`src/hw/rtl/tmt_pkg.sv`:
```
// Package for the timed message table: command and result codes, and the
// controller/datapath command and status structures. No dependencies.
`timescale 1ns / 1ps
package tmt_pkg;

  localparam int CMD_W  = 3;
  localparam int KIND_W = 2;
  localparam int DEST_W = 8;
  localparam int MSG_W  = 16;
  localparam int PAY_W  = 32;
  localparam int DLY_W  = 32;

  localparam logic [CMD_W-1:0] CMD_ADD          = 3'd0;
  localparam logic [CMD_W-1:0] CMD_CANCEL_FIRST = 3'd1;
  localparam logic [CMD_W-1:0] CMD_CANCEL_ALL   = 3'd2;
  localparam logic [CMD_W-1:0] CMD_COUNT        = 3'd3;
  localparam logic [CMD_W-1:0] CMD_TICK         = 3'd4;

  localparam logic [KIND_W-1:0] KIND_EXPIRED = 2'd0;
  localparam logic [KIND_W-1:0] KIND_ADD     = 2'd1;
  localparam logic [KIND_W-1:0] KIND_CANCEL  = 2'd2;
  localparam logic [KIND_W-1:0] KIND_COUNT   = 2'd3;

  // Commands from the controller to the datapath.
  typedef struct packed {
    logic load;        // capture the incoming beat, clear scan state
    logic add_reply;   // store a new entry (if a slot is free) and reply
    logic scan_eval;   // evaluate the entry read at the scan index
    logic scan_reply;  // reply to cancel or count at the end of the scan
    logic step_idx;    // advance the scan index
    logic clr_idx;     // restart the scan index at slot zero
    logic use_best;    // address the earliest entry instead of the index
    logic emit;        // emit the entry just read as an expired message
  } tmt_cmd_t;

  // Status from the datapath to the controller.
  typedef struct packed {
    logic is_tick;
    logic idx_last;
    logic total_zero;
    logic out_free;
    logic due_cur;
    logic emit_final;
  } tmt_sts_t;

endpackage

```
`src/hw/rtl/timed_message_table.sv`:
```
// Top level of the timed message table: controller plus datapath.
// Depends on tmt_pkg, tmt_ctrl, tmt_dp (and through it tmt_ram).
`timescale 1ns / 1ps
// Usage:
// Command beats arrive on the cmd channel (cmd_valid/cmd_ready) carrying
// command, dest_id, message_id, payload_tag and delay. Result beats leave on
// the res channel (res_valid/res_ready); the final beat of a command carries
// last. Add, cancel and count produce one reply beat; a tick produces one
// expired-message beat per entry that fell due, the earliest deadline first
// and the rest in slot order, or no beat at all. Unknown codes are dropped.
// One command is worked on at a time. Cancel, count and tick scan every
// slot through the entry RAM's registered read port, a read state then an
// evaluate state per slot; on the emitting pass a tick rereads each due
// entry from the same read port and skips the slots that are not due.
// The result register decouples the channels: a new command is accepted
// while the previous reply still waits, and a stalled receiver only holds
// the block when it must hand over its next beat.
// Reset clears the valid bits, the time counter and the result valid flag;
// entry contents are not cleared and are only read behind a valid bit.
module timed_message_table import tmt_pkg::*; #(
  parameter int TABLE_DEPTH = 16,
  parameter int TIME_WIDTH  = 32
) (
  input  logic                                 clk,
  input  logic                                 rst,
  input  logic                                 cmd_valid,
  output logic                                 cmd_ready,
  input  logic [CMD_W-1:0]                     command,
  input  logic [DEST_W-1:0]                    dest_id,
  input  logic [MSG_W-1:0]                     message_id,
  input  logic [PAY_W-1:0]                     payload_tag,
  input  logic [DLY_W-1:0]                     delay,
  output logic                                 res_valid,
  input  logic                                 res_ready,
  output logic [KIND_W-1:0]                    kind,
  output logic [DEST_W-1:0]                    out_dest_id,
  output logic [MSG_W-1:0]                     out_message_id,
  output logic [PAY_W-1:0]                     out_payload_tag,
  output logic [$clog2(TABLE_DEPTH+1)-1:0]     slot,
  output logic                                 accepted,
  output logic [$clog2(TABLE_DEPTH+1)-1:0]     match_count,
  output logic                                 last
);

  // Slot numbers and counts must reach TABLE_DEPTH itself.
  localparam int SLOT_W = $clog2(TABLE_DEPTH + 1);

  tmt_cmd_t cmd;
  tmt_sts_t sts;

  tmt_ctrl u_ctrl (
    .clk       (clk),
    .rst       (rst),
    .cmd_valid (cmd_valid),
    .command   (command),
    .cmd_ready (cmd_ready),
    .sts       (sts),
    .cmd       (cmd)
  );

  tmt_dp #(
    .TABLE_DEPTH (TABLE_DEPTH),
    .TIME_WIDTH  (TIME_WIDTH),
    .SLOT_W      (SLOT_W)
  ) u_dp (
    .clk             (clk),
    .rst             (rst),
    .cmd             (cmd),
    .sts             (sts),
    .command         (command),
    .dest_id         (dest_id),
    .message_id      (message_id),
    .payload_tag     (payload_tag),
    .delay           (delay),
    .res_valid       (res_valid),
    .res_ready       (res_ready),
    .kind            (kind),
    .out_dest_id     (out_dest_id),
    .out_message_id  (out_message_id),
    .out_payload_tag (out_payload_tag),
    .slot            (slot),
    .accepted        (accepted),
    .match_count     (match_count),
    .last            (last)
  );

endmodule

```
`src/hw/rtl/tmt_ram.sv`:
```
// Generic single-write, single-read RAM with registered read data.
// No dependencies.
`timescale 1ns / 1ps
module tmt_ram #(
  parameter int WIDTH = 8,
  parameter int DEPTH = 16
) (
  input  logic                     clk,
  input  logic                     we,
  input  logic [$clog2(DEPTH)-1:0] waddr,
  input  logic [WIDTH-1:0]         wdata,
  input  logic [$clog2(DEPTH)-1:0] raddr,
  output logic [WIDTH-1:0]         rdata
);

  logic [WIDTH-1:0] mem [DEPTH];

  always_ff @(posedge clk) begin
    if (we) begin
      mem[waddr] <= wdata;
    end
    rdata <= mem[raddr];
  end

endmodule

```
`src/hw/rtl/tmt_ctrl.sv`:
```
// Controller state machine of the timed message table.
// Depends on tmt_pkg for the command and status structures.
`timescale 1ns / 1ps
module tmt_ctrl import tmt_pkg::*; (
  input  logic             clk,
  input  logic             rst,
  input  logic             cmd_valid,
  input  logic [CMD_W-1:0] command,
  output logic             cmd_ready,
  input  tmt_sts_t         sts,
  output tmt_cmd_t         cmd
);

  typedef enum logic [8:0] {
    ST_IDLE     = 9'b000000001,
    ST_ADD      = 9'b000000010,
    ST_SCAN_RD  = 9'b000000100,
    ST_SCAN_EV  = 9'b000001000,
    ST_SCAN_END = 9'b000010000,
    ST_FIRST_RD = 9'b000100000,
    ST_FIRST_EV = 9'b001000000,
    ST_EMIT_RD  = 9'b010000000,
    ST_EMIT_EV  = 9'b100000000
  } state_t;

  state_t state, state_next;

  always_ff @(posedge clk) begin
    if (rst) begin
      state <= ST_IDLE;
    end else begin
      state <= state_next;
    end
  end

  assign cmd_ready = (state == ST_IDLE);

  always_comb begin
    state_next = state;
    cmd = '0;
    case (state)
      ST_IDLE: begin
        if (cmd_valid) begin
          cmd.load = 1'b1;
          case (command) inside
            CMD_ADD: state_next = ST_ADD;
            CMD_CANCEL_FIRST, CMD_CANCEL_ALL, CMD_COUNT, CMD_TICK:
              state_next = ST_SCAN_RD;
            default: state_next = ST_IDLE;
          endcase
        end
      end
      ST_ADD: begin
        if (sts.out_free) begin
          cmd.add_reply = 1'b1;
          state_next = ST_IDLE;
        end
      end
      ST_SCAN_RD: state_next = ST_SCAN_EV;
      ST_SCAN_EV: begin
        cmd.scan_eval = 1'b1;
        if (sts.idx_last) begin
          state_next = ST_SCAN_END;
        end else begin
          cmd.step_idx = 1'b1;
          state_next = ST_SCAN_RD;
        end
      end
      ST_SCAN_END: begin
        if (sts.is_tick) begin
          state_next = sts.total_zero ? ST_IDLE : ST_FIRST_RD;
        end else if (sts.out_free) begin
          cmd.scan_reply = 1'b1;
          state_next = ST_IDLE;
        end
      end
      ST_FIRST_RD: begin
        cmd.use_best = 1'b1;
        state_next = ST_FIRST_EV;
      end
      ST_FIRST_EV: begin
        cmd.use_best = 1'b1;
        if (sts.out_free) begin
          cmd.emit = 1'b1;
          cmd.clr_idx = 1'b1;
          state_next = sts.emit_final ? ST_IDLE : ST_EMIT_RD;
        end
      end
      ST_EMIT_RD: begin
        if (sts.due_cur) begin
          state_next = ST_EMIT_EV;
        end else begin
          cmd.step_idx = 1'b1;
        end
      end
      ST_EMIT_EV: begin
        if (sts.out_free) begin
          cmd.emit = 1'b1;
          if (sts.emit_final) begin
            state_next = ST_IDLE;
          end else begin
            cmd.step_idx = 1'b1;
            state_next = ST_EMIT_RD;
          end
        end
      end
      default: state_next = ST_IDLE;
    endcase
  end

endmodule

```
`src/hw/rtl/tmt_dp.sv`:
```
// Datapath of the timed message table: entry RAM, valid and due bits, the
// time counter, scan registers and the result register.
// Depends on tmt_pkg and tmt_ram.
`timescale 1ns / 1ps
module tmt_dp import tmt_pkg::*; #(
  parameter int TABLE_DEPTH = 16,
  parameter int TIME_WIDTH  = 32,
  parameter int SLOT_W      = 5
) (
  input  logic              clk,
  input  logic              rst,
  input  tmt_cmd_t          cmd,
  output tmt_sts_t          sts,
  input  logic [CMD_W-1:0]  command,
  input  logic [DEST_W-1:0] dest_id,
  input  logic [MSG_W-1:0]  message_id,
  input  logic [PAY_W-1:0]  payload_tag,
  input  logic [DLY_W-1:0]  delay,
  output logic              res_valid,
  input  logic              res_ready,
  output logic [KIND_W-1:0] kind,
  output logic [DEST_W-1:0] out_dest_id,
  output logic [MSG_W-1:0]  out_message_id,
  output logic [PAY_W-1:0]  out_payload_tag,
  output logic [SLOT_W-1:0] slot,
  output logic              accepted,
  output logic [SLOT_W-1:0] match_count,
  output logic              last
);

  localparam int IDX_W = $clog2(TABLE_DEPTH);
  localparam int ENT_W = DEST_W + MSG_W + PAY_W + TIME_WIDTH;

  // Captured beat.
  logic [CMD_W-1:0]  cur_cmd;
  logic [DEST_W-1:0] cur_dest;
  logic [MSG_W-1:0]  cur_msg;
  logic [PAY_W-1:0]  cur_pay;
  logic [DLY_W-1:0]  cur_delay;

  logic [TIME_WIDTH-1:0]  now;
  logic [TABLE_DEPTH-1:0] valid;
  logic [TABLE_DEPTH-1:0] due;
  logic [IDX_W-1:0]       idx;
  logic [IDX_W-1:0]       best;
  logic [TIME_WIDTH-1:0]  best_dl;
  logic                   found;
  logic [SLOT_W-1:0]      total;
  logic [SLOT_W-1:0]      sent;

  // Lowest free slot.
  logic             free_any;
  logic [IDX_W-1:0] free_idx;

  always_comb begin
    free_any = 1'b0;
    free_idx = '0;
    for (int i = TABLE_DEPTH - 1; i >= 0; i--) begin
      if (!valid[i]) begin
        free_any = 1'b1;
        free_idx = IDX_W'(i);
      end
    end
  end

  logic [IDX_W-1:0]      raddr;
  logic [ENT_W-1:0]      rdata;
  logic [ENT_W-1:0]      wdata;
  logic [DEST_W-1:0]     rd_dest;
  logic [MSG_W-1:0]      rd_msg;
  logic [PAY_W-1:0]      rd_pay;
  logic [TIME_WIDTH-1:0] rd_dl;
  logic                  ram_we;

  assign raddr  = cmd.use_best ? best : idx;
  assign ram_we = cmd.add_reply && free_any;
  assign wdata  = {cur_dest, cur_msg, cur_pay, now + TIME_WIDTH'(cur_delay)};
  assign {rd_dest, rd_msg, rd_pay, rd_dl} = rdata;

  tmt_ram #(.WIDTH(ENT_W), .DEPTH(TABLE_DEPTH)) u_ram (
    .clk   (clk),
    .we    (ram_we),
    .waddr (free_idx),
    .wdata (wdata),
    .raddr (raddr),
    .rdata (rdata)
  );

  logic is_tick;
  logic hit;
  logic better;

  assign is_tick = (cur_cmd == CMD_TICK);
  assign hit = is_tick ? (valid[idx] && rd_dl <= now)
                       : (valid[idx] && rd_dest == cur_dest && rd_msg == cur_msg);
  assign better = !found || rd_dl < best_dl;

  logic res_load;
  assign res_load = cmd.add_reply || cmd.scan_reply || cmd.emit;

  always_ff @(posedge clk) begin
    if (rst) begin
      now       <= '0;
      valid     <= '0;
      res_valid <= 1'b0;
    end else begin
      if (cmd.load && command == CMD_TICK) begin
        now <= now + 1'b1;
      end
      if (ram_we) begin
        valid[free_idx] <= 1'b1;
      end
      if (cmd.scan_eval && hit && cur_cmd == CMD_CANCEL_ALL) begin
        valid[idx] <= 1'b0;
      end
      if (cmd.scan_reply && found && cur_cmd == CMD_CANCEL_FIRST) begin
        valid[best] <= 1'b0;
      end
      if (cmd.emit) begin
        valid[raddr] <= 1'b0;
      end
      if (res_load) begin
        res_valid <= 1'b1;
      end else if (res_ready) begin
        res_valid <= 1'b0;
      end
    end
  end

  // Scan/beat registers; no reset needed, load sets all but best/best_dl.
  always_ff @(posedge clk) begin
    if (cmd.load) begin
      cur_cmd   <= command;
      cur_dest  <= dest_id;
      cur_msg   <= message_id;
      cur_pay   <= payload_tag;
      cur_delay <= delay;
      idx       <= '0;
      found     <= 1'b0;
      total     <= '0;
      sent      <= '0;
      due       <= '0;
    end else begin
      if (cmd.scan_eval && hit) begin
        total <= total + 1'b1;
        due[idx] <= is_tick;
        if (better) begin
          found   <= 1'b1;
          best    <= idx;
          best_dl <= rd_dl;
        end
      end
      if (cmd.clr_idx) begin
        idx <= '0;
      end else if (cmd.step_idx) begin
        idx <= idx + 1'b1;
      end
      if (cmd.emit) begin
        due[raddr] <= 1'b0;
        sent <= sent + 1'b1;
      end
    end
  end

  // Result register.
  always_ff @(posedge clk) begin
    if (res_load) begin
      if (cmd.add_reply) begin
        kind            <= KIND_ADD;
        out_dest_id     <= '0;
        out_message_id  <= '0;
        out_payload_tag <= '0;
        slot            <= free_any ? SLOT_W'(free_idx) : SLOT_W'(TABLE_DEPTH);
        accepted        <= free_any;
        match_count     <= '0;
        last            <= 1'b1;
      end else if (cmd.scan_reply) begin
        out_dest_id     <= '0;
        out_message_id  <= '0;
        out_payload_tag <= '0;
        slot            <= '0;
        last            <= 1'b1;
        if (cur_cmd == CMD_COUNT) begin
          kind        <= KIND_COUNT;
          accepted    <= 1'b0;
          match_count <= total;
        end else if (cur_cmd == CMD_CANCEL_FIRST) begin
          kind        <= KIND_CANCEL;
          accepted    <= found;
          match_count <= SLOT_W'(found);
        end else begin
          kind        <= KIND_CANCEL;
          accepted    <= (total != '0);
          match_count <= total;
        end
      end else begin
        kind            <= KIND_EXPIRED;
        out_dest_id     <= rd_dest;
        out_message_id  <= rd_msg;
        out_payload_tag <= rd_pay;
        slot            <= '0;
        accepted        <= 1'b0;
        match_count     <= '0;
        last            <= sts.emit_final;
      end
    end
  end

  assign sts.is_tick    = is_tick;
  assign sts.idx_last   = (idx == IDX_W'(TABLE_DEPTH - 1));
  assign sts.total_zero = (total == '0);
  assign sts.out_free   = !res_valid || res_ready;
  assign sts.due_cur    = due[idx];
  assign sts.emit_final = ((sent + 1'b1) == total);

endmodule

```
`config.mk`:
```
export PLATFORM = sky130hd
export DESIGN_NAME = timed_message_table
export DESIGN_NICKNAME = d
export VERILOG_FILES = /design/src/hw/rtl/tmt_pkg.sv /design/src/hw/rtl/timed_message_table.sv /design/src/hw/rtl/tmt_ram.sv /design/src/hw/rtl/tmt_ctrl.sv /design/src/hw/rtl/tmt_dp.sv
export SDC_FILE = /design/constraint.sdc
export NUM_CORES = 2
export LEC_CHECK = 0
export ABC_CLOCK_PERIOD_IN_PS = 10200
export BUFFER_PORTS_ARGS = -buffer_cell sky130_fd_sc_hd__buf_2
export CORE_ASPECT_RATIO = 1.5
export CORE_MARGIN = 1
export CORE_UTILIZATION = 48
export DETAILED_ROUTE_END_ITERATION = 8
export GPL_ROUTABILITY_DRIVEN = 0
export PLACE_DENSITY = 0.72
export RECOVER_POWER = 25
export REMOVE_ABC_BUFFERS = 1
export SYNTH_ARGS = -nofsm -noshare
export SYNTH_HDL_FRONTEND = slang
export SYNTH_SLANG_ARGS = --single-unit
```
`constraint.sdc`:
```
create_clock -name clk -period 10.2 [get_ports clk]
set_input_delay 2.04 -clock clk [delete_from_list [all_inputs] [get_ports clk]]
set_output_delay 2.04 -clock clk [all_outputs]
set_load 0.01 [all_outputs]
```
==> summary.txt <==
Drt
  – DR iter-0 viols: 3514
  – WL/cell: 25.7 microns
  – Final routed DRC violation total: 0
  – Pre-Repair DR Iteration Count: 6
  – Vias per std cell: 5.92
  – Antenna-violating nets left: 0
  – Vias: 34688
  – Final Routed Wirelength: 151 mm

CTS
  – CTS Buf Count: 158
  – H-tree Lvls: 4
  – # Post-CTS Setup Buffers: 0
  – Root Driver: clkbuf_16
  – Worst-skew pair later-pin latency: 0.81 ns
  – Clk sink count: 1782
  – CTS hold repair buffers: 0
  – Post-CTS sizing: 0
  – CTS tree: done
  – Clock buffer depth: 3
  – Clock slew seen by the registers of the worst setup and hold paths: 0.07 ns

Setup path
  – CP cell instances: nor3_2, nand2_1, nor3_2, and2_1, mux2i_4, buf_4, buf_4, mux4_2, a22oi_1, nand2_1
  – Crit path DAT: 5.81 ns
  – R2R Setup Slk: 5.07 ns
  – CP required: 10.89 ns
  – Crit start category: flop
  – WS Path Type: flop to flop
  – CP max FO: 48
  – Critical path's top delay family: buffers and inverters
  – Worst setup EP type: flop
  – WP buf/inv: 2
  – Max stage delay on crit path: 0.86 ns
  – Slowest library cell on the worst path: buf_4

Timing
  – Tcrit/Tclk final: 0.503
  – Hold Fails Final Rpt: 0
  – Slew HR: 0.0669
  – Clock skew: 0.0418 ns
  – Clock period minus worst slack: 5.13 ns
  – Worst Max-Slew Pin Slew: 1.39 ns
  – Max-slew violations: 0
  – Final WS setup: 5.07 ns
  – Final hold slack: 0.488 ns
  – Setup-failing EPs final: 0
  – Unrepaired setup endpoints after global routing: no
  – Max Fclk: 0.195 GHz
  – Setup TNS: 0 ns

Synth
  – Ys async rst share: 0
  – Number of flops mapped to enable cells by yosys: 1605
  – Post-Synthesis Cells: 3596
  – Flip-flop and latch count after synthesis: 1782
  – Synthesized area: 0.0691 sq mm
  – Main synth FF type: edfxtp_1
  – Post-Synth Adder-Cell Area: 0.0188
  – Synth top area cells: edfxtp_1, mux4_2, dfxtp_1, a22oi_1, ha_1
  – Synth Area in Simple Gates: 0.0414
  – Synth Area in XOR/XNOR: 0.0127
  – Synth Area in Compound Gates: 0.0433
  – Distinct cells, synth: 77
  – Mux contribution to synthesized area: 0.119
  – Sequential area share after synthesis: 0.749
  – Yosys top cell area share: 0.697
  – Number of synthesis warnings: 0
  – Main combinational cell family by area after synthesis: multiplexers
  – Yosys top cell by area: edfxtp_1
  – Synth Area per Inst: 19.2 sq um

Outcome
  – Status: finished clean

Floorplanning
  – Die area: 0.146 sq mm
  – Boundary Pins: 167
  – Chip Height: 467 microns
  – Die W: 312 microns
  – CORE AREA: 0.143 sq mm
  – Starting Density: 0.484
  – Rows: 170

GRT
  – First-pass GRT wire length: 226 mm
  – Grt ovf: 0
  – Tot GR Track Use: 0.209
  – Largest net degree at the start of global routing: 154
  – Initial antenna violation count: 3
  – Vias in the first global route: 35489

Power and ir drop
  – Leakage power: 25.9 nW
  – Overall Power: 14.7 mW
  – P per Cell Area: 189 mW/mm^2
  – Peak supply drop: 167 uV

Cells and area
  – Share of layout cells above drive strength 1: 0.224
  – Nets: 4032
  – Area grow syn2layout: 12.4%
  – Fin util: 0.544

Placed design
  – I/O Buffers: 166
  – Pre-CTS setup slack: 4.80 ns
  – Hpwl dp: 84.2 mm

Hold path
  – Worst min path class: flop to flop

Job
  – Max cap viols: 0
[flip-flops by register name, indices dropped and copies added, names as in the netlist, 5 cells and up]
signal                count
u_dp.out_message_id      16
u_dp.total                5
u_dp.due                 16
u_ctrl.state              9
u_dp.cur_delay           32
u_dp.now                 32
u_dp.match_count          5
u_dp.slot                 5
u_dp.valid               16
u_dp.u_ram.rdata         88
u_dp.u_ram.mem         1408
u_dp.cur_dest             8
u_dp.best_dl             32
u_dp.cur_pay             32
u_dp.sent                 5
u_dp.out_payload_tag     32
u_dp.cur_msg             16
u_dp.out_dest_id          8
[cells in the final DEF (no fill, tap or decap), types with 19 or more instances in the layout]
cell	synthesis	layout
clkbuf_16	0	160
nor3_1	32	30
edfxtp_1	1605	1605
ha_1	102	102
or3_1	21	21
clkbuf_1	67	44
a22oi_1	177	177
mux4_2	362	362
a21o_1	32	31
xor2_1	35	34
buf_2	53	166
buf_4	11	59
nor2b_1	77	77
a21oi_1	82	81
inv_1	86	85
dfxtp_1	177	177
o211ai_1	19	19
clkinv_2	0	24
xnor2_1	65	58
nand3_1	27	27
nand2_1	158	158
o21ai_0	44	42
nor2_1	131	120
nand4_1	32	32
[cell usage after synthesis (3+ instances only)]
cell type and number:
nand3_1 27, nand2b_1 14, o31ai_1 6, xor2_1 35, buf_6 16, o221ai_1 5
o311ai_0 5, nand2_1 158, o21ai_1 7, o2111ai_1 3, a21oi_1 82, buf_1 8
xnor2_1 65, buf_2 53, nor2_1 131, mux4_2 362, nor2b_1 77, or2_2 3
dfxtp_1 177, a21o_1 32, and4_1 3, nor4_1 6, a31oi_1 14, o21a_1 9
nor4_2 3, buf_4 11, or3_1 21, edfxtp_1 1605, and2_1 11, a21boi_0 4
mux2i_1 5, inv_1 86, o211ai_1 19, or4_1 12, ha_1 102, and3_1 10
a22oi_1 177, o21ai_0 44, nand4b_1 3, a211oi_1 7, nand4_1 32, nor3_2 6
clkbuf_1 67, nor3_1 32
[layer usage]
metal	GRT usage	wire [microns]
met1	0.281	61700
met2	0.349	75600
met3	0.0315	9540
met4	0.0692	4110
met5	0	0
[cell type report]
type                    count  area [sq um]
repair buffers            233          1390
clock inverters            78           996
well taps                1892          2370
fillers                 10806         65200
clock buffers             217          4380
inverters                  86           328
multi-input cells        1573         16500
diodes                      2          5.00
flip-flops and latches   1782         51700
[logic make-up (layout without fill, tap and decap cells)]
kind of cell / Yosys count / in the layout
flip-flops: 1782 / 1782
other: 0 / 2
adder cells (fa/ha/maj): 103 / 103
XOR/XNOR: 100 / 100
buffers and inverters: 241 / 614
AO/OA/AOI/OAI: 438 / 438
AND/OR/NAND/NOR: 564 / 564
multiplexers: 368 / 368
[power breakdown]
part	internal, mW	switching, mW	total, mW	leakage, nW
registers	8.12	0.126	8.24	15.9
logic	0.0972	0.219	0.316	7.39
clock network	3.45	2.65	6.10	2.60
total	11.7	3.00	14.7	25.9
[path summary, 6_finish.rpt]
check	startpoint	end	cells after the start
max	u_ctrl.state[8]	u_dp.u_ram.rdata[60]	10
max reg2reg	u_ctrl.state[8]	u_dp.u_ram.rdata[60]	10
min reg2reg	u_dp.u_ram.rdata[7]	u_dp.best_dl[7]	0
min	u_dp.u_ram.rdata[7]	u_dp.best_dl[7]	0
[metrics by stage]
| stage | std cells | cell area (sq um) |
|---|---|---|
| final | 5863 | 77700 |
| after detailed placement | 5566 | 72300 |
| after global routing | 5862 | 77700 |
| after global placement | 5566 | 72300 |
| after floorplan | 3441 | 68300 |
| after CTS | 5861 | 77700 |
Power figures use the tool's default switching activity.
